### src/impq_pkg.sv
// Shared constants, codes and control/status types for the indexed priority queue.
`default_nettype none
package impq_pkg;

    localparam int CAPACITY = 1024;
    localparam int ID_SPACE = 1024;

    localparam int ITEM_W  = 10;
    localparam int PRI_W   = 32;
    localparam int SLOT_W  = $clog2(CAPACITY + 1);
    localparam int HADDR_W = $clog2(CAPACITY);
    localparam int MADDR_W = $clog2(ID_SPACE);
    localparam int HEAP_W  = ITEM_W + PRI_W;

    localparam logic [SLOT_W-1:0]  CAP_SLOTS = SLOT_W'(CAPACITY);
    localparam logic [ITEM_W:0]    ID_LIMIT  = (ITEM_W + 1)'(ID_SPACE);
    localparam logic [MADDR_W-1:0] MAP_LAST  = MADDR_W'(ID_SPACE - 1);

    typedef enum logic [1:0] {
        CMD_INSERT  = 2'd0,
        CMD_EXTRACT = 2'd1,
        CMD_CHANGE  = 2'd2,
        CMD_NOP     = 2'd3
    } cmd_t;

    typedef enum logic [1:0] {
        ST_OK     = 2'd0,
        ST_EMPTY  = 2'd1,
        ST_FULL   = 2'd2,
        ST_ABSENT = 2'd3
    } status_t;

    // micro-operation issued by the controller each cycle
    typedef enum logic [3:0] {
        OP_NONE,
        OP_CLEAR,
        OP_LATCH,
        OP_DECODE,
        OP_EXT_TOP,
        OP_EXT_LAST,
        OP_CHECK,
        OP_UP_RD,
        OP_UP_CMP,
        OP_DN_LEFT,
        OP_DN_RIGHT,
        OP_DN_CMP,
        OP_FINISH,
        OP_EXT_CLR
    } dp_op_t;

    typedef struct packed {
        dp_op_t op;
    } dp_cmd_t;

    typedef struct packed {
        logic is_extract;
        logic is_update;
        logic is_insert;
        logic empty;
        logic bad_item;
        logic found;
        logic full;
        logic try_down;
        logic at_root;
        logic parent_less;
        logic left_over;
        logic big_self;
        logic clear_last;
    } dp_status_t;

endpackage
`default_nettype wire

### src/impq_ctrl.sv
// Controller: sequences reset clear, lookup, extract, sift up and sift down steps over the datapath.
`default_nettype none
module impq_ctrl import impq_pkg::*; (
    input  wire logic       clk,
    input  wire logic       rst_n,
    input  wire logic       start,
    input  wire dp_status_t sts,
    output dp_cmd_t         cmd,
    output logic            busy,
    output logic            done
);

    typedef enum logic [12:0] {
        S_CLEAR    = 13'b0000000000001,
        S_IDLE     = 13'b0000000000010,
        S_DECODE   = 13'b0000000000100,
        S_EXT_TOP  = 13'b0000000001000,
        S_EXT_LAST = 13'b0000000010000,
        S_CHECK    = 13'b0000000100000,
        S_UP_RD    = 13'b0000001000000,
        S_UP_CMP   = 13'b0000010000000,
        S_DN_LEFT  = 13'b0000100000000,
        S_DN_RIGHT = 13'b0001000000000,
        S_DN_CMP   = 13'b0010000000000,
        S_FINISH   = 13'b0100000000000,
        S_EXT_CLR  = 13'b1000000000000
    } state_t;

    state_t state_reg, state_next;
    logic   done_reg, done_next;

    always_comb
    begin
        state_next = state_reg;
        done_next  = 1'b0;
        cmd.op     = OP_NONE;
        unique case (state_reg)
            S_CLEAR:
            begin
                cmd.op = OP_CLEAR;
                if (sts.clear_last)
                begin
                    state_next = S_IDLE;
                end
            end
            S_IDLE:
            begin
                if (start)
                begin
                    cmd.op     = OP_LATCH;
                    state_next = S_DECODE;
                end
            end
            S_DECODE:
            begin
                cmd.op = OP_DECODE;
                if (sts.is_extract && !sts.empty)
                begin
                    state_next = S_EXT_TOP;
                end
                else if (sts.is_update && !sts.bad_item)
                begin
                    state_next = S_CHECK;
                end
                else
                begin
                    state_next = S_IDLE;
                    done_next  = 1'b1;
                end
            end
            S_EXT_TOP:
            begin
                cmd.op     = OP_EXT_TOP;
                state_next = S_EXT_LAST;
            end
            S_EXT_LAST:
            begin
                cmd.op     = OP_EXT_LAST;
                state_next = S_DN_LEFT;
            end
            S_CHECK:
            begin
                cmd.op = OP_CHECK;
                // queued item moves; a new item goes in only when there is room
                if (sts.found || (sts.is_insert && !sts.full))
                begin
                    state_next = S_UP_RD;
                end
                else
                begin
                    state_next = S_IDLE;
                    done_next  = 1'b1;
                end
            end
            S_UP_RD:
            begin
                cmd.op = OP_UP_RD;
                if (!sts.at_root)
                begin
                    state_next = S_UP_CMP;
                end
                else if (sts.try_down)
                begin
                    state_next = S_DN_LEFT;
                end
                else
                begin
                    state_next = S_FINISH;
                end
            end
            S_UP_CMP:
            begin
                cmd.op = OP_UP_CMP;
                if (sts.parent_less)
                begin
                    state_next = S_UP_RD;
                end
                else if (sts.try_down)
                begin
                    state_next = S_DN_LEFT;
                end
                else
                begin
                    state_next = S_FINISH;
                end
            end
            S_DN_LEFT:
            begin
                cmd.op = OP_DN_LEFT;
                state_next = sts.left_over ? S_FINISH : S_DN_RIGHT;
            end
            S_DN_RIGHT:
            begin
                cmd.op     = OP_DN_RIGHT;
                state_next = S_DN_CMP;
            end
            S_DN_CMP:
            begin
                cmd.op     = OP_DN_CMP;
                state_next = sts.big_self ? S_FINISH : S_DN_LEFT;
            end
            S_FINISH:
            begin
                cmd.op = OP_FINISH;
                if (sts.is_extract)
                begin
                    state_next = S_EXT_CLR;
                end
                else
                begin
                    state_next = S_IDLE;
                    done_next  = 1'b1;
                end
            end
            S_EXT_CLR:
            begin
                cmd.op     = OP_EXT_CLR;
                state_next = S_IDLE;
                done_next  = 1'b1;
            end
            default:
            begin
                state_next = S_IDLE;
            end
        endcase
    end

    always_ff @(posedge clk or negedge rst_n)
    begin
        if (!rst_n)
        begin
            state_reg <= S_CLEAR;
            done_reg  <= 1'b0;
        end
        else
        begin
            state_reg <= state_next;
            done_reg  <= done_next;
        end
    end

    // the result word is shown in the cycle after the last step; idle then
    assign busy = (state_reg != S_IDLE);
    assign done = done_reg;

endmodule
`default_nettype wire
### config.mk
export PLATFORM = sky130hd
export DESIGN_NAME = impq_ctrl
export DESIGN_NICKNAME = d
export VERILOG_FILES = /design/src/impq_pkg.sv /design/src/impq_ctrl.sv
export SDC_FILE = /design/constraint.sdc
export NUM_CORES = 1
export LEC_CHECK = 0
export BUFFER_PORTS_ARGS = -buffer_cell sky130_fd_sc_hd__buf_2
export CAP_MARGIN = 20
export CELL_PAD_IN_SITES_DETAIL_PLACEMENT = 1
export CELL_PAD_IN_SITES_GLOBAL_PLACEMENT = 2
export CORE_UTILIZATION = 31
export DETAILED_ROUTE_END_ITERATION = 10
export PLACE_DENSITY = 0.88
export SYNTH_ARGS = -nofsm -noshare
export SYNTH_HDL_FRONTEND = slang
export SYNTH_SLANG_ARGS = --single-unit
### constraint.sdc
create_clock -name clk -period 2.7 [get_ports clk]
set_input_delay 0.54 -clock clk [delete_from_list [all_inputs] [get_ports clk]]
set_output_delay 0.54 -clock clk [all_outputs]
set_load 0.005 [all_outputs]
# [After elaboration in Yosys (flattened, before gate mapping)]
# Index checks and enable logic that the tools add are counted.
# Widths: inputs -> output; s select.
[op_classes] n_eq_ne=16 n_mux=19 reduce_logical=8
[ops] cell="$pmux 13 s12" n=1
[ops] cell="$mux 13" n=4
[ops] cell="$pmux 4 s13" n=1
[ops] cell="$mux 12" n=4
[ops] cell="$eq 13x1->1 const B" n=1
[ops] cell="$eq 13x10->1 const B" n=1
[ops] cell="$eq 13x11->1 const B" n=1
[ops] cell="$eq 13x12->1 const B" n=1
[ops] cell="$eq 13x13->1 const B" n=1
[ops] cell="$eq 13x2->1 const B" n=1
[ops] cell="$eq 13x3->1 const B" n=1
[ops] cell="$eq 13x4->1 const B" n=1
[ops] cell="$eq 13x5->1 const B" n=1
[ops] cell="$eq 13x6->1 const B" n=1
[ops] cell="$eq 13x7->1 const B" n=1
[ops] cell="$eq 13x8->1 const B" n=1
[ops] cell="$eq 13x9->1 const B" n=1
[ops] cell="$ne 13x2->1 const B" n=1
[ops] cell="$mux 6" n=2
[ops] cell="$mux 7" n=1
[ops] cell="$mux 1" n=4
[ops] cell="$ne 2x2->1 const B" n=2
[ops] cell="$pmux 1 s4" n=1
[ops] cell="$logic_and 1x1->1" n=3
[ops] cell="other kinds (4)" n=6
[totals] register_bits=14 inputBits=16 out_inout_bits=6 word_cells=45

# [Depth between registers and ports, before layout]
# Gate-level depths: netlist of run 1.
[depth] word_depth=5 mapped_depth=6 ltp_nobuf=5

# [Least setup slack after synthesis of run 1]
# OpenSTA, ideal clock, no wires.
[synth_timing] path_kind="reg2out" start="reg state_reg[4]" end="out cmd[1] in the netlist's numbering" arrival_time_ns=1.430 t_required_ns=2.160 slack_ns=0.730 stages_incl_launch_ff=6 n_path_buf=0 path_cell_list="dfrtp_1 > nor4_4 > nor4b_1 > nand3_1 > nor2_1 > or3_1"
[synth_lines] item="start, declared" line_no="impq_ctrl.sv:29" rtl="state_t state_reg, state_next;"
[synth_lines] item="start signal, assigned" line_no="impq_ctrl.sv:177" rtl="state_reg <= state_next;"
[synth_lines] item="end, declared" line_no="impq_ctrl.sv:8" rtl="output dp_cmd_t cmd,"

==> flow_summary.toml, run 1 <==
[sta]
finalCritPeriodShare_pct = 94.9
post-route-min-period_ns = 2.56
fin_ws_ns = 0.138
clock_skew_ns = 0.00768
hold_viol = 0
setup_viol = 0
rsz0062_at_grt = "false"
worst_pin_slew_ns = 0.483
slew_headroom_pct = 67.7
drv_slew = 0
max_freq_mhz = 390
tns_ns = 0

[clocking]
cts.sinks = 14
cts_root_buf = "clkbuf_4"
ctsHtreeMaxLevel = 1
numCtsBuffers = 3
clkTransAtPathRegs_ns = 0.09
insertion_delay_ns = 0.29
cts_tree = "done"
ctsLongestPathBuffers = 2
postCtsHoldBufs = 0

[routing]
ant_nets = 0
drc = 0
wl_per_cell_um = 15.4
via_per_inst = 5.29
dr.first_iter.drc_count = 25
vias = 958
routed_wl_mm = 2.78
drt_first_pass_iters = 5

[flow_run]
cap_viol_max_count = 0

[floorplan]
rows = 20
initial_utilization_pct = 32.7
core_area_um2 = 3050
die_height_um = 58.7
io_pins = 22
dieArea_um2 = 3450
die_w_um = 58.7

[synthesis]
ys.flop_type = "dfrtp_1"
synth_area_um2 = 997
synth.distinct_cells = 39
ys_ff_latch = 14
synth_area_per_cell_um2 = 8.67
synth_compound_area_share_pct = 11.3
synth_async_sr_flop_share_pct = 100
synthSimpleGateAreaFrac_pct = 42.2
synth_fa_ha_area_share_pct = 0
yosysWarnings = 0
synthMuxAreaShare_pct = 1.00
synth_xor_area_share_pct = 4.39
synth-edff-count = 0
synth_nets = 131
synth_top_family_by_area = "simple AND/OR/NAND/NOR gates"
synthCells = 115
synth-seq-area-share_pct = 35.3

[min_path]
hold_path_class = "in2async"

[pwr]
peakVddDrop_v = 0.000337
p_per_area_nw_per_um2 = 559
p_leak_nw = 0.550

[worst_setup_path]
path_cells = "nor4_4, buf_4, nand2_2, o41ai_2, nand3b_1, buf_2"
slowest_stage = "dfrtp_2"
slowest_delay_ns = 0.49
crit_buf_inv = 2
crit_arrival_ns = 2.02
path_max_fanout = 8
cp_data_required_time_ns = 2.16
crit_family = "simple AND/OR/NAND/NOR gates"
criticalPathCategory = "reg2out"
cp-start-kind = "flop"
end_kind = "output pin"

[global_route]
antenna_found_initial = 0
grt_pass1_wl_mm = 4.37
grt_pass1_vias = 891
grt_max_degree = 15
grtUsageTotal_pct = 17.2
grt-ovfl-total = 0

[final_layout]
layout_common_cells = "21 x buf_2, 14 x nor2_1, 12 x dfrtp_1"
final_core_util_pct = 38.4
nets = 154
drive_above_1_share_pct = 27.7
diodes = 0
layout_commonest_cell = "buf_2"
syn2layout_area_growth_pct = 17.6
largest_reg_flops = 13

[status]
status = "finished clean"

[placed_design]
gp_congestion = 0.835
port_buffers = 21
dp_hpwl_mm = 2.16
place_ws_ns = 0.452
## layer usage
metal / GRT usage, % / wire [um] / vias up
met5: 0 / 0 / -
met4: 4.08 / 50 / 0
met3: 3.30 / 110 / 8
met2: 27.6 / 1230 / 27
met1: 24.1 / 1390 / 461
li1: - / - / 462
## timing repair
item                       in CTS  in global routing
setup endpoints to repair       0                  3
buffers inserted                0                  1
resized for setup               0                  3
hold endpoints to repair        0                  0
## worst reg2reg max path, delay by kind of cell (launching register included)
family / cells / cell delay [ns]
buffers and inverters: 1 / 0.18
AND/OR/NAND/NOR: 4 / 0.97
AO/OA/AOI/OAI: 1 / 0.44
flip-flops: 1 / 0.49
## cell type report
class	instances	area, um2
Clock buffer	4	26.3
Sequential cell	14	353
Inverter	7	26.3
Fill cell	402	1880
Timing Repair Buffer	22	113
Tap cell	44	55.1
Multi-Input combinational cell	90	599
## report_power, final
part	internal [W]	total, W	switching (W)
clock	0.0000574	0.000130	0.0000730
sequential	0.000227	0.000261	0.0000338
combinational	0.000116	0.000264	0.000148
## kinds of logic (layout without fill, tap and decap cells)
kind of cell | after synthesis | after routing
compound gates | 16 | 16
xor+xnor | 5 | 5
buf+inv | 11 | 33
flops | 14 | 14
mux | 1 | 1
simple gates | 68 | 68
## cell usage after synthesis (2+ instances only)
library cell  count  share of area, %
nor2_1           14               5.3
dfrtp_1          13                33
nand2_1           9               3.4
inv_1             7               2.6
nor4b_1           6               5.3
nand4_1           5               3.1
nor2b_1           5               3.1
nand3_1           4               2.0
nor3_1            4               2.0
o21ai_0           4               2.0
or3_1             4               2.5
a21oi_1           3               1.5
nand2b_1          3               1.9
xor2_1            3               2.6
buf_2             2               1.0
buf_6             2               2.3
nor4_1            2               1.3
nor4_4            2               4.3
or2_2             2               1.3
xnor2_1           2               1.8
## through the flow
step	area, um2	hold WS (ns)	power, W	std cells
floorplan	997	0.244	0.000430	115
global placement	1120	0.468	0.000511	176
detailed placement	1120	0.467	0.000514	176
CTS	1150	0.149	0.000652	180
global route	1170	0.155	0.000707	181
finish	1170	0.140	0.000655	181
## worst paths after layout
check | startpoint | end | slack (ns) | cells after the start
worst max-delay path | state_reg[6]$_DFFE_PN0P_ | cmd[2] | 0.14 | 6
max in group asynchronous | rst_n | state_reg[0]$_DFFE_PN1P_ | 2.25 | 1
min in group clk | sts[8] | state_reg[5]$_DFFE_PN0P_ | 0.41 | 2
worst max register to register | state_reg[6]$_DFFE_PN0P_ | state_reg[1]$_DFFE_PN0P_ | 0.49 | 6
worst min register to register | state_reg[4]$_DFFE_PN0P_ | state_reg[6]$_DFFE_PN0P_ | 0.57 | 1
worst min-delay path | rst_n | state_reg[7]$_DFFE_PN0P_ | 0.14 | 1
(Power assumes the default switching activity.)
==> run 2: changes to the inputs <==
--- a/config.mk
+++ b/config.mk
@@ -9,9 +9,9 @@
 export CAP_MARGIN = 20
 export CELL_PAD_IN_SITES_DETAIL_PLACEMENT = 1
 export CELL_PAD_IN_SITES_GLOBAL_PLACEMENT = 2
-export CORE_UTILIZATION = 31
+export CORE_UTILIZATION = 28
 export DETAILED_ROUTE_END_ITERATION = 10
-export PLACE_DENSITY = 0.88
+export PLACE_DENSITY = 0.85
 export SYNTH_ARGS = -nofsm -noshare
 export SYNTH_HDL_FRONTEND = slang
 export SYNTH_SLANG_ARGS = --single-unit
==> constraint.sdc (replaced) <==
create_clock -name clk -period 2.05 [get_ports clk]
set_input_delay 0.41 -clock clk [delete_from_list [all_inputs] [get_ports clk]]
set_output_delay 0.41 -clock clk [all_outputs]
set_load 0.005 [all_outputs]
==> run 2 against run 1 <==
Effect of this change: the run now ends with setup timing left; critical path type unchanged; non-clock buffer count grew 35; register-to-register slack lost 0.46 ns; flip-flop and latch count stayed put.
==> flow_summary.toml, run 2 (same netlist as run 1, synthesis figures left out) <==
[routing]
ant_nets = 0
drc = 0
routed_wl_mm = 3.72
via_per_inst = 5.05
wl_per_cell_um = 17.1
drt_first_pass_iters = 4
vias = 1101
dr.first_iter.drc_count = 22

[final_layout]
drive_above_1_share_pct = 51.2
multi_input_area_um2 = 681
diodes = 0
largest_reg_flops = 13
final_core_util_pct = 46.2
layout_common_cells = "32 x buf_4, 20 x buf_2, 10 x nor2_1"
layout_commonest_cell = "buf_4"
nFillCells = 424
final_cell_area_um2 = 1560
fin_cells = 218
seq_area_um2 = 358
nets = 189
syn2layout_area_growth_pct = 56.0

[sta]
rsz0062_at_grt = "true"
clock_skew_ns = 0.00591
max_freq_mhz = 435
hold_viol = 0
setup_viol = 5
post-route-min-period_ns = 2.30
drv_slew = 0
slew_headroom_pct = 73.7
fin_hold_ws_ns = 0.0114
worst_pin_slew_ns = 0.392
finalCritPeriodShare_pct = 112
fin_ws_ns = -0.251

[worst_setup_path]
path_max_fanout = 5
slowest_stage = "dfrtp_2"
end_kind = "output pin"
crit_buf_inv = 2
crit_arrival_ns = 1.89
worstReg2RegStart = "state_reg[3]$_DFFE_PN0P_"
r2r_end = "state_reg[1]$_DFFE_PN0P_"
crit_family = "simple AND/OR/NAND/NOR gates"
r2r_cells = 8
path_cells = "nor4_4, buf_4, nand2_4, o41ai_2, nand3b_1, buf_2"
cp-start-kind = "flop"
slowest_delay_ns = 0.46
criticalPathCategory = "reg2out"
cp_data_required_time_ns = 1.64
r2r_setup_slack_ns = 0.03

[global_route]
antenna_found_initial = 0
grt_pass1_vias = 1097
grt_pass1_wl_mm = 5.38
grtUsageTotal_pct = 20.3
grt_max_degree = 15
grt-ovfl-total = 0

[clocking]
ctsLongestPathBuffers = 2
ctsHtreeMaxLevel = 1
cts_root_buf = "clkbuf_4"
cts.sinks = 14
cts_tree = "done"
insertion_delay_ns = 0.28
clkTransAtPathRegs_ns = 0.10
numCtsBuffers = 3
postCtsHoldBufs = 0

[placed_design]
port_buffers = 21
dp_hpwl_mm = 2.43
gp_congestion = 0.929
dp.cells = 190
postPlaceCellArea_um2 = 1220

[floorplan]
die_w_um = 61.7
initial_utilization_pct = 29.7
dieArea_um2 = 3800
rows = 21
die_height_um = 61.7
core_area_um2 = 3360
io_pins = 22

[status]
status = "finished, violations left"
violations = "setup timing"

[flow_run]
cap_viol_max_count = 0

[min_path]
hold_path_class = "in2async"

[pwr]
peakVddDrop_v = 0.000334
p_leak_nw = 0.763
p_per_area_nw_per_um2 = 720
[run 2: cell types whose count changed in the layout (fill, tap and decap cells not counted), sizes merged]
cell  before  now
buf       22   57
[run 2: worst max path at each step]
stage	startpoint	end	slack, ns	cells after the start
after global placement	state_reg[4]$_DFFE_PN0P_	cmd[1]	0.02	6
after CTS	state_reg[5]$_DFFE_PN0P_	cmd[1]	-0.27	6
final	state_reg[6]$_DFFE_PN0P_	cmd[2]	-0.25	6
after detailed placement	state_reg[4]$_DFFE_PN0P_	cmd[1]	0.03	6
after global routing	state_reg[6]$_DFFE_PN0P_	cmd[1]	-0.38	6
after floorplan	state_reg[4]$_DFFE_PN0P_	state_reg[1]$_DFFE_PN0P_	0.20	5
[run 2: what timing repair did]
item,4_1_cts,5_1_grt
cloned,0,0
pin swaps,9,5
hold endpoints to repair,0,0
endpoints found under the setup margin,5,6
resized for setup,17,12
setup buffers,14,10
[run 2: where the power goes]
part / total (W) / switching (W) / internal, W
Sequential: 0.000349 / 0.0000463 / 0.000303
Clock: 0.000208 / 0.000100 / 0.000108
Combinational: 0.000563 / 0.000275 / 0.000288
[run 2: metrics by stage]
step	total power, W	setup TNS [ns]	worst slack (ns)
after floorplan	0.000566	0	0.198
after global placement	0.000723	0	0.0242
after detailed placement	0.000728	0	0.0258
after CTS	0.00105	-0.849	-0.266
after global routing	0.00119	-1.56	-0.377
final	0.00112	-0.983	-0.251
[run 2: layout make-up]
class | count | share of cell area [%]
clock buffers | 4 | 2.33
repair buffers | 57 | 25.5
well taps | 46 | 3.70
flip-flops and latches | 14 | 23.0
multi-input cells | 90 | 43.8
inverters | 7 | 1.69
[run 2: routing by layer]
metal / vias to the layer above / global-route usage (%) / wire, um
met5: - / 0 / 0
met2: 24 / 34.9 / 1940
met3: 12 / 3.78 / 109
li1: 531 / - / -
met1: 534 / 24.5 / 1530
met4: 0 / 9.52 / 149
